==> src/rtl/dpdc_pkg.sv <==
// ----------------------------------------------------------------------------
// Debug packet deframer package
// Shared types, codes and character helpers for the deframer and classifier.
// ----------------------------------------------------------------------------
package dpdc_pkg;

  localparam int unsigned MaxPacketDefault = 1024;

  typedef enum logic [3:0] {
    PhIdle    = 4'b0001,
    PhPayload = 4'b0010,
    PhDigit1  = 4'b0100,
    PhDigit2  = 4'b1000
  } phase_e;

  typedef enum logic [2:0] {
    EvNone       = 3'd0,
    EvPacketOk   = 3'd1,
    EvSumMismatch = 3'd2,
    EvMalformed  = 3'd3,
    EvRetransmit = 3'd4,
    EvAck        = 3'd5
  } event_e;

  typedef enum logic [2:0] {
    RkEmpty    = 3'd0,
    RkHwbreak  = 3'd1,
    RkOne      = 3'd2,
    RkRegDump  = 3'd3,
    RkStop     = 3'd4,
    RkAckOnly  = 3'd5
  } reply_kind_e;

  localparam logic [7:0] ChAck      = 8'h2B;
  localparam logic [7:0] ChNak      = 8'h2D;
  localparam logic [7:0] ChStart    = 8'h24;
  localparam logic [7:0] ChHash     = 8'h23;
  localparam logic [7:0] ChQuery    = 8'h71;
  localparam logic [7:0] ChSetThread = 8'h48;
  localparam logic [7:0] ChRegRead  = 8'h67;
  localparam logic [7:0] ChStopQuery = 8'h3F;

  localparam logic [71:0] SupportedStr = "Supported";
  localparam logic [63:0] AttachedStr  = "Attached";
  localparam logic [15:0] ThreadGStr   = "g0";
  localparam logic [23:0] ThreadCStr   = "c-1";

  localparam int unsigned SupportedLen = 9;
  localparam int unsigned AttachedLen  = 8;
  localparam int unsigned ThreadGLen   = 2;
  localparam int unsigned ThreadCLen   = 3;

  typedef enum int unsigned {
    HitSupported = 0,
    HitAttached  = 1,
    HitThreadG   = 2,
    HitThreadC   = 3
  } hit_bit_e;

  typedef struct packed {
    logic       valid;
    logic [3:0] value;
  } hex_t;

  function automatic hex_t hex_decode(logic [7:0] b);
    hex_t r;
    r.valid = 1'b1;
    r.value = 4'd0;
    if (b >= 8'h30 && b <= 8'h39) begin
      r.value = 4'(b - 8'h30);
    end else if (b >= 8'h61 && b <= 8'h66) begin
      r.value = 4'(b - 8'h57);
    end else if (b >= 8'h41 && b <= 8'h46) begin
      r.value = 4'(b - 8'h37);
    end else begin
      r.valid = 1'b0;
    end
    return r;
  endfunction

endpackage

==> src/rtl/dpdc_if.sv <==
// ----------------------------------------------------------------------------
// Debug packet deframer channels
// Valid/ready channels for received bytes and for per-byte results.
// ----------------------------------------------------------------------------
interface dpdc_byte_if;
  logic       valid;
  logic       ready;
  logic [7:0] rx_byte;

  modport source (output valid, output rx_byte, input ready);
  modport sink   (input valid, input rx_byte, output ready);
endinterface

interface dpdc_res_if;
  logic       valid;
  logic       ready;
  logic [2:0] event_res;
  logic [2:0] reply_kind;
  logic [7:0] computed_sum;

  modport source (output valid, output event_res, output reply_kind,
                  output computed_sum, input ready);
  modport sink   (input valid, input event_res, input reply_kind,
                  input computed_sum, output ready);
endinterface

==> src/rtl/dpdc_prefix_match.sv <==
// ----------------------------------------------------------------------------
// Debug packet prefix matcher
// Clears the match flag of each known payload prefix that the byte breaks.
// ----------------------------------------------------------------------------
module dpdc_prefix_match
  import dpdc_pkg::*;
#(
  parameter int unsigned CountWidth = 11
) (
  input  logic [CountWidth-1:0] count_i,
  input  logic [7:0]            byte_i,
  input  logic [3:0]            hits_i,
  output logic [3:0]            hits_o
);

  logic       pos_ok;
  logic [3:0] pos;

  always_comb begin
    pos_ok = (count_i >= CountWidth'(1)) && (count_i <= CountWidth'(SupportedLen));
    pos    = count_i[3:0] - 4'd1;
    hits_o = hits_i;
    if (pos_ok) begin
      if (32'(pos) < SupportedLen &&
          SupportedStr[8*(SupportedLen-1-32'(pos)) +: 8] != byte_i) begin
        hits_o[HitSupported] = 1'b0;
      end
      if (32'(pos) < AttachedLen &&
          AttachedStr[8*(AttachedLen-1-32'(pos)) +: 8] != byte_i) begin
        hits_o[HitAttached] = 1'b0;
      end
      if (32'(pos) < ThreadGLen &&
          ThreadGStr[8*(ThreadGLen-1-32'(pos)) +: 8] != byte_i) begin
        hits_o[HitThreadG] = 1'b0;
      end
      if (32'(pos) < ThreadCLen &&
          ThreadCStr[8*(ThreadCLen-1-32'(pos)) +: 8] != byte_i) begin
        hits_o[HitThreadC] = 1'b0;
      end
    end
  end

endmodule

==> src/rtl/debug_packet_deframer_classifier.sv <==
// ----------------------------------------------------------------------------
// Debug packet deframer and classifier
// Frames debug link packets, checks their checksum and classifies replies.
// ----------------------------------------------------------------------------
// Usage:
//   in_i carries one received link byte per item. res_o carries exactly one
//   result item per byte: an event code, a reply class that is meaningful
//   with a good packet, and the running payload sum.
//   Outside a packet '+' reports an ack and '-' a retransmit request; '$'
//   opens a packet whose payload is summed until '#', after which two hex
//   digits are checked against the sum. The second digit gives the outcome.
//   A result item is offered after its byte is accepted: the byte is held
//   in an input register, and the state update and result are formed in
//   one pass into the result register. Throughput is one byte per cycle
//   while the receiver does not stall the result register.
//   When the receiver stalls, the result register holds and the input
//   register still takes one more byte; in_i.ready then drops until the
//   result is taken.
//   Reset puts the block outside any packet with a zero sum and no items
//   in flight.
// ----------------------------------------------------------------------------
module debug_packet_deframer_classifier
  import dpdc_pkg::*;
#(
  parameter int unsigned MaxPacket = MaxPacketDefault
) (
  input  logic       clk_i,
  input  logic       rst_ni,
  dpdc_byte_if.sink  in_i,
  dpdc_res_if.source res_o
);

  localparam int unsigned CountWidth = $clog2(MaxPacket + 1);

  logic                  byte_valid_q;
  logic [7:0]            byte_q;
  logic                  advance;
  logic                  process;

  phase_e                phase_q, phase_d;
  logic [7:0]            sum_q, sum_d;
  logic [CountWidth-1:0] count_q, count_d;
  logic [3:0]            nibble_q, nibble_d;
  logic [7:0]            lead_q, lead_d;
  logic [3:0]            hits_q, hits_d, hits_match;
  logic                  bad_q, bad_d;

  logic                  out_valid_q;
  event_e                ev_q, ev_d;
  reply_kind_e           kind_q, kind_d;
  logic [7:0]            out_sum_q;

  hex_t                  hex;
  logic [CountWidth-1:0] count_inc;

  assign advance    = !out_valid_q || res_o.ready;
  assign process    = byte_valid_q && advance;
  assign in_i.ready = !byte_valid_q || advance;

  always_ff @(posedge clk_i or negedge rst_ni) begin
    if (!rst_ni) begin
      byte_valid_q <= 1'b0;
    end else if (in_i.valid && in_i.ready) begin
      byte_valid_q <= 1'b1;
    end else if (advance) begin
      byte_valid_q <= 1'b0;
    end
  end

  always_ff @(posedge clk_i) begin
    if (in_i.valid && in_i.ready) begin
      byte_q <= in_i.rx_byte;
    end
  end

  dpdc_prefix_match #(
    .CountWidth(CountWidth)
  ) u_prefix_match (
    .count_i(count_q),
    .byte_i (byte_q),
    .hits_i (hits_q),
    .hits_o (hits_match)
  );

  function automatic reply_kind_e classify(logic [CountWidth-1:0] count,
                                           logic [7:0] lead, logic [3:0] hits);
    reply_kind_e k;
    k = RkEmpty;
    if (count != '0) begin
      case (lead)
        ChQuery: begin
          if (hits[HitSupported] && count >= CountWidth'(SupportedLen + 1)) begin
            k = RkHwbreak;
          end else if (hits[HitAttached] &&
                       count >= CountWidth'(AttachedLen + 1)) begin
            k = RkOne;
          end
        end
        ChSetThread: begin
          if (!((hits[HitThreadG] && count >= CountWidth'(ThreadGLen + 1)) ||
                (hits[HitThreadC] && count >= CountWidth'(ThreadCLen + 1)))) begin
            k = RkAckOnly;
          end
        end
        ChRegRead:   k = RkRegDump;
        ChStopQuery: k = RkStop;
        default:     k = RkEmpty;
      endcase
    end
    return k;
  endfunction

  always_comb begin
    phase_d   = phase_q;
    sum_d     = sum_q;
    count_d   = count_q;
    nibble_d  = nibble_q;
    lead_d    = lead_q;
    hits_d    = hits_q;
    bad_d     = bad_q;
    ev_d      = EvNone;
    kind_d    = RkEmpty;
    hex       = hex_decode(byte_q);
    count_inc = count_q;
    unique case (phase_q)
      PhIdle: begin
        if (byte_q == ChAck) begin
          ev_d = EvAck;
        end else if (byte_q == ChNak) begin
          ev_d = EvRetransmit;
        end else if (byte_q == ChStart) begin
          phase_d  = PhPayload;
          sum_d    = 8'd0;
          count_d  = '0;
          nibble_d = 4'd0;
          lead_d   = 8'd0;
          hits_d   = 4'hF;
          bad_d    = 1'b0;
        end
      end
      PhPayload: begin
        if (byte_q == ChHash) begin
          phase_d = PhDigit1;
        end else begin
          sum_d = sum_q + byte_q;
          if (byte_q == 8'd0) begin
            bad_d = 1'b1;
          end
          if (count_q == '0) begin
            lead_d = byte_q;
          end else begin
            hits_d = hits_match;
          end
          if (count_q < CountWidth'(MaxPacket)) begin
            count_inc = count_q + CountWidth'(1);
          end
          count_d = count_inc;
          if (count_inc > CountWidth'(MaxPacket - 5)) begin
            bad_d = 1'b1;
          end
        end
      end
      PhDigit1: begin
        phase_d  = PhDigit2;
        nibble_d = hex.value;
        if (!hex.valid) begin
          bad_d = 1'b1;
        end
      end
      PhDigit2: begin
        phase_d = PhIdle;
        if (!hex.valid || bad_q) begin
          ev_d = EvMalformed;
        end else if ({nibble_q, hex.value} != sum_q) begin
          ev_d = EvSumMismatch;
        end else begin
          ev_d   = EvPacketOk;
          kind_d = classify(count_q, lead_q, hits_q);
        end
      end
      default: phase_d = PhIdle;
    endcase
  end

  always_ff @(posedge clk_i or negedge rst_ni) begin
    if (!rst_ni) begin
      phase_q  <= PhIdle;
      sum_q    <= 8'd0;
      count_q  <= '0;
      nibble_q <= 4'd0;
      lead_q   <= 8'd0;
      hits_q   <= 4'hF;
      bad_q    <= 1'b0;
    end else if (process) begin
      phase_q  <= phase_d;
      sum_q    <= sum_d;
      count_q  <= count_d;
      nibble_q <= nibble_d;
      lead_q   <= lead_d;
      hits_q   <= hits_d;
      bad_q    <= bad_d;
    end
  end

  always_ff @(posedge clk_i or negedge rst_ni) begin
    if (!rst_ni) begin
      out_valid_q <= 1'b0;
    end else if (advance) begin
      out_valid_q <= byte_valid_q;
    end
  end

  always_ff @(posedge clk_i) begin
    if (process) begin
      ev_q      <= ev_d;
      kind_q    <= kind_d;
      out_sum_q <= sum_d;
    end
  end

  assign res_o.valid        = out_valid_q;
  assign res_o.event_res    = ev_q;
  assign res_o.reply_kind   = kind_q;
  assign res_o.computed_sum = out_sum_q;

endmodule

==> src/flat_wrapper.sv <==
// flat-port wrapper written by rule: the top's interface ports become plain ports
module debug_packet_deframer_classifier_flat import dpdc_pkg::*;
#(
  parameter int unsigned MaxPacket = MaxPacketDefault
)
  (clk_i, rst_ni, in_i_valid, in_i_rx_byte, in_i_ready, res_o_valid, res_o_event_res, res_o_reply_kind, res_o_computed_sum, res_o_ready);
  dpdc_byte_if in_i_i ();
  dpdc_res_if res_o_i ();
  input  logic clk_i;
  input  logic rst_ni;
  input wire logic [$bits(in_i_i.valid)-1:0] in_i_valid;
  input wire logic [$bits(in_i_i.rx_byte)-1:0] in_i_rx_byte;
  output wire logic [$bits(in_i_i.ready)-1:0] in_i_ready;
  output wire logic [$bits(res_o_i.valid)-1:0] res_o_valid;
  output wire logic [$bits(res_o_i.event_res)-1:0] res_o_event_res;
  output wire logic [$bits(res_o_i.reply_kind)-1:0] res_o_reply_kind;
  output wire logic [$bits(res_o_i.computed_sum)-1:0] res_o_computed_sum;
  input wire logic [$bits(res_o_i.ready)-1:0] res_o_ready;
  assign in_i_i.valid = in_i_valid;
  assign in_i_i.rx_byte = in_i_rx_byte;
  assign in_i_ready = in_i_i.ready;
  assign res_o_valid = res_o_i.valid;
  assign res_o_event_res = res_o_i.event_res;
  assign res_o_reply_kind = res_o_i.reply_kind;
  assign res_o_computed_sum = res_o_i.computed_sum;
  assign res_o_i.ready = res_o_ready;
  debug_packet_deframer_classifier #(.MaxPacket(MaxPacket)) u_core (.clk_i(clk_i), .rst_ni(rst_ni), .in_i(in_i_i), .res_o(res_o_i));
endmodule
==> config.mk <==
export PLATFORM = sky130hd
export DESIGN_NAME = debug_packet_deframer_classifier_flat
export DESIGN_NICKNAME = d
export VERILOG_FILES = /design/src/rtl/dpdc_pkg.sv /design/src/rtl/dpdc_if.sv /design/src/rtl/dpdc_prefix_match.sv /design/src/rtl/debug_packet_deframer_classifier.sv /design/src/flat_wrapper.sv
export SDC_FILE = /design/constraint.sdc
export NUM_CORES = 1
export LEC_CHECK = 0
export BUFFER_PORTS_ARGS = -buffer_cell sky130_fd_sc_hd__buf_2
export CAP_MARGIN = 20
export CORE_MARGIN = 2
export CORE_UTILIZATION = 44
export CTS_BUF_LIST = sky130_fd_sc_hd__clkbuf_16
export DETAILED_ROUTE_END_ITERATION = 12
export PLACE_DENSITY_LB_ADDON = 0.3
export SYNTH_ARGS = -nofsm -noshare
export SYNTH_HDL_FRONTEND = slang
export SYNTH_SLANG_ARGS = --single-unit
export TNS_END_PERCENT = 1
==> constraint.sdc <==
create_clock -name clk_i -period 3.8 [get_ports clk_i]
set_input_delay 0.57 -clock clk_i [delete_from_list [all_inputs] [get_ports clk_i]]
set_output_delay 0.57 -clock clk_i [all_outputs]
set_load 0.005 [all_outputs]
Yosys cells after proc, flatten, opt, wreduce, memory -nomap -nowiden
Cells that the tools add are included.

word-level totals
  bits of input ports = 12
  bits in registers = 64
  word-level logic and storage cells = 183
  output and inout port bits = 16

cells by class
  eq/ne operators = 31
  magnitude comparators = 18
  add/subtract/negate cells = 10
  shifts and indexed selects = 4
  reduce and logical (&&, ||, !) cells = 38
  bitwise gates (word level) = 2
  mux-type cells = 64

operators by type and width
  kind                                                            count
  2-to-1 mux 11 bit                                               7
  2-to-1 mux 8 bit                                                9
  indexed part select 72 x 33 -> 8 bit, first input constant      1
  2-to-1 mux 4 bit                                                16
  indexed part select 64 x 33 -> 8 bit, first input constant      1
  equality test 8 x 6 -> 1 bit, second input constant             5
  != test 8 bit                                                   5
  AND reduction 9 bit                                             4
  indexed part select 16 x 33 -> 8 bit, first input constant      1
  indexed part select 24 x 33 -> 8 bit, first input constant      1
  one-hot mux 8 bit (2 select lines)                              2
  equality test 8 x 7 -> 1 bit, second input constant             3
  >= comparator 11 x 4 -> 1 bit, second input constant            2
  one-hot mux 11 bit (2 select lines)                             1
  != test 2 bit, second input constant                            10
  >= comparator 8 x 7 -> 1 bit, second input constant             2
  less-or-equal comparator 8 x 7 -> 1 bit, second input constant  2
  2-to-1 mux 1 bit                                                16
  one-hot mux 4 bit (2 select lines)                              2
  2-to-1 mux 3 bit                                                5
  logical AND 1 bit                                               14
  one-hot mux 3 bit (4 select lines)                              1
  one-hot mux 4 bit (3 select lines)                              1
  adder 11 x 1 -> 11 bit, second input constant                   1
  39 further kinds                                                55

Depth between registers and ports, before layout
  depth after elaboration = 10
  gate-level depth with buffers = 17
  mapped depth without buffers = 12

Modules after synthesis
From an unflattened synthesis, not the netlist that was laid out.

unflattened totals
  cells, all modules = 569
  area, all modules = 4982.3 um2

modules (own cells, without submodules)
  module                            sequential area each (um2)  area each (um2)  instances  cells each
  debug_packet_deframer_classifier  1717.9                      3759.9           1          387
  dpdc_prefix_match                 0.0                         1222.4           1          182

Worst setup path before layout
Ideal clock, no wire load.

  path kind = register to register
  from = register u_core.count_q[1]
  to = register u_core.hits_q[0]
  setup slack = 0.585 ns
  arrival = 3.154 ns
  path buffers = 3
  stages on the path, launching flop included = 16
  library setup time = 0.061 ns
  clock period less this slack = 3.215 ns
  required time = 3.739 ns
  path through = dfrtp_1 clkbuf_1 inv_2 ha_1 buf_2 xor2_4 inv_2 buf_4 ha_1 and3_1 a211oi_2 and3_1 o221ai_1 xnor2_1 nor4_1 a31o_1

between the ends
  word-level cells in the longest chain between the ends = 7
  elaborated cells on any way between the ends = 14
  those cells by class = add/sub: 2; order compare: 3; eq/ne: 4; shift: 1; reduce/logical: 4

ends and longest elaborated chain
  what                                    line                                     source
  start, declared                         debug_packet_deframer_classifier.sv:42   logic [CountWidth-1:0] count_q, count_d;
  start signal, assigned                  debug_packet_deframer_classifier.sv:197  count_q <= count_d;
  subtractor 4 x 1 -> 4 bit               dpdc_prefix_match.sv:21                  pos = count_i[3:0] - 4'd1;
  subtractor 4 x 4 -> 5 bit               dpdc_prefix_match.sv:25                  SupportedStr[8*(SupportedLen-1-32'(pos)) +: 8] != byte_i) begin
  indexed part select 72 x 33 -> 8 bit    dpdc_prefix_match.sv:25
  != test 8 bit                           dpdc_prefix_match.sv:25
  logical AND 1 bit                       dpdc_prefix_match.sv:24                  if (32'(pos) < SupportedLen &&
  != test 2 bit (no source line)          n/a
  AND reduction 9 bit (no source line) *  n/a
  end signal, assigned                    debug_packet_deframer_classifier.sv:200  hits_q <= hits_d;
  end, declared                           debug_packet_deframer_classifier.sv:45   logic [3:0] hits_q, hits_d, hits_match;

Mark *: on every way between the ends. The rest lies on a longest branch, timed or not.
A chain may end at the register's enable or synchronous reset.

Worst setup path after layout
  from = register u_core.count_q[0]
  to = register u_core.hits_q[0]

The elaborated chain is that of the path after synthesis.

==> out/results.ini <==
[timing]
setup_viol = 0
fin_crit_ps = 3180
drv_slew = 0
rsz0062_at_grt = no
hold_viol = 0
fin_worst_skew_ps = 10.0
max_freq_mhz = 315
max-slew-margin-rel = 0.341
worst_pin_slew_ps = 980
finalSetupTns_ps = 0
min_period_over_period = 0.836

[synth]
synth_edf_count = 22
ys_seq_area_frac = 0.352
postSynth.asyncResetShare = 0.656
synthDistinctLibCells = 81
syn-num-nets = 582
synthesis.area_um2 = 4880
yosys_warnings = 0
netlist_top_cells_area = dfrtp_1 19%, edfxtp_1 14%, ha_1 5.1%, xnor2_1 4.5%, nand2_1 4.2%
synth_area_leader_cell = dfrtp_1
ys_ff_latch = 64
syn_avg_cell_area_um2 = 8.88
syn_inst = 549
synth_top_area_share = 0.190
yosys_most_used_dff = dfrtp_1

[job]
drv_cap = 0

[clocking]
hold_buffers = 0
cts_tree = yes
cts.sinks = 64
cts_max_level = 3
clock-root-buffer = clkbuf_16
clkLatencyLatePin_ps = 330
cts.repair.resized = 0
cts_setup_buffers = 0
clk_pin_slew_ps = 60
clockBufferDepth = 2
cts_buffers = 9

[floorplan]
rows = 38
die_w_um = 109
core_area_um2 = 10800
ioPinCount = 28
start_util = 0.450
die-area_um2 = 11900
die_h_um = 109

[hold_path]
min_path_type = in -> async

[cells_and_area]
layout.nets = 597
layout.filler_cells = 1041
area.growth.synth_to_final_pct = 10.1
drive_gt1_frac = 0.142
finalNonFillerCells = 709
n_antenna_cell = 0

[power_and_ir_drop]
p_seq_frac = 0.262
total_leakage_power_uw = 0.00210
switching_share = 0.455
clkPwrFrac = 0.170
power_frac_comb = 0.568
power-per-cell-area_nw_per_um2 = 800
intPower_uw = 2340
vdd_ir_drop_max_v = 0.000610
p_sw_uw = 1950

[detailed_routing]
num_vias = 4349
wl_per_cell_um = 18.2
first_iter_violations = 445
ant_nets = 0
wl_mm = 12.9
viasPerCell = 6.13
dr.pass1.iters = 5
drc = 0

[worst_setup_path]
crit_path_start_kind = register
cp_slowest_stage_delay_ps = 420
worst-setup-path-type = reg -> reg
crit_slowest_cell = ha_1
critPathCaptureType = register
cp_num_cells = 12
required_ps = 4080
worstPathArrival_ps = 3460
crit_chain = inv_2 > ha_1 > xor2_4 > inv_2 > ha_1 > a21oi_1 > a21oi_2 > and2_1 > a211oi_1 > xnor2_1 > nor4_1 > a31o_1
reg2regPathDepth = 12
reg2reg_from = u_core.count_q[0]
startpoint = u_core.count_q[0]
critical_path_buf_inv_count = 2
path_delay_family = compound AO/OA/AOI/OAI gates
crit_fanout = 12

[global_routing]
track_usage = 0.228
grt_max_degree = 43
grt_remaining_overflow = 0
antenna_found_initial = 0
grt_pass1_vias = 4085
grt_pass1_wl_mm = 21.1

[placed_design]
place.gp.congestion = 0.922
io_buffers = 27
place_inst = 692
dp_hpwl_mm = 9.33

[status]
outcome = finished clean

==> logic make-up (layout without fill, tap and decap cells) <==
logic type	Yosys count	count (layout)	share of synthesized area
mux	5	5	0.0108
compound gates	163	163	0.229
fa+ha+maj	21	21	0.0554
xor+xnor	36	36	0.0716
buf+inv	53	73	0.0513
simple gates	207	207	0.229
flops	64	64	0.352
==> cell type report <==
type | count | area, um2 | share of cell area
Tap cell | 140 | 175 | 0.0326
Sequential cell | 64 | 1720 | 0.320
Timing Repair Buffer | 40 | 245 | 0.0457
Clock buffer | 9 | 225 | 0.0419
Inverter | 17 | 63.8 | 0.0119
Clock inverter | 7 | 33.8 | 0.00629
Multi-Input combinational cell | 432 | 2910 | 0.542
==> registers in the layout (all words and copies together) (netlist names), 4 cells and up <==
signal / cells
u_core.count_q: 11
u_core.byte_q: 8
u_core.lead_q: 8
u_core.res_o.computed_sum: 8
u_core.sum_q: 8
u_core.hits_q: 4
u_core.nibble_q: 4
u_core.phase_q: 4
==> final timing paths <==
kind | endpoint | slack (ps)
worst max-delay path | u_core.hits_q[0] | 620
worst min-delay path | u_core.lead_q[5] | 220
worst max register to register | u_core.hits_q[0] | 620
worst min register to register | u_core.hits_q[1] | 470
max in group asynchronous | u_core.hits_q[2] | 3000
min in group clk_i | u_core.byte_q[0] | 410
==> power by group through the flow <==
stage	Clock [uW]	Combinational (uW)	Sequential [uW]
finish	730	2440	1130
global route	781	2710	1150
CTS	742	2410	1120
detailed placement	0	2400	1130
global placement	0	2340	1130
floorplan	0	1980	1030
==> Yosys cell counts (all sizes together) (10+ instances only) <==
library cell / count
a22o: 15
xor2: 10
clkbuf: 12
o21ai: 49
inv: 15
dfrtp: 37
buf: 24
nor2: 43
a21oi: 30
ha: 20
o31ai: 12
edfxtp: 22
nand3: 17
nor3: 15
xnor2: 25
nand2b: 13
nand2: 55
==> cells in the final DEF, fill, tap and decap left out, drive strengths merged, types with 8 or more instances in the layout <==
cell type	instances
nand2	55
o21ai	49
nor2	43
buf	40
dfrtp	37
a21oi	30
xnor2	25
edfxtp	22
ha	20
nand3	17
inv	17
a22o	15
nor3	15
nand2b	13
o31ai	12
xor2	10
clkbuf	9
nor4	8
==> worst reg2reg max path, cell delays in order (launching register included) <==
cell and delay, ps:
dfrtp_1 380, inv_2 140, ha_1 420, xor2_4 310, inv_2 190, ha_1 260, a21oi_1 250, a21oi_2 130
and2_1 200, a211oi_1 280, xnor2_1 100, nor4_1 290, a31o_1 180
==> per-layer routing <==
layer / part of all wire / GRT usage
met5: 0 / 0
met4: 0.019 / 0.0778
met3: 0.058 / 0.0329
met1: 0.45 / 0.317
met2: 0.47 / 0.362
==> stage by stage <==
stage                util  setup WS (ps)  hold slack, ps  instance area [um2]  power, uW
floorplan               -            585             274                 4880       3010
global placement    0.470            768             466                 5090       3470
detailed placement  0.470            624             463                 5090       3540
CTS                 0.494            631             406                 5350       4270
global route        0.495            348             258                 5370       4640
finish              0.495            623             218                 5370       4300
No activity file was read; power rests on OpenSTA's default activity.
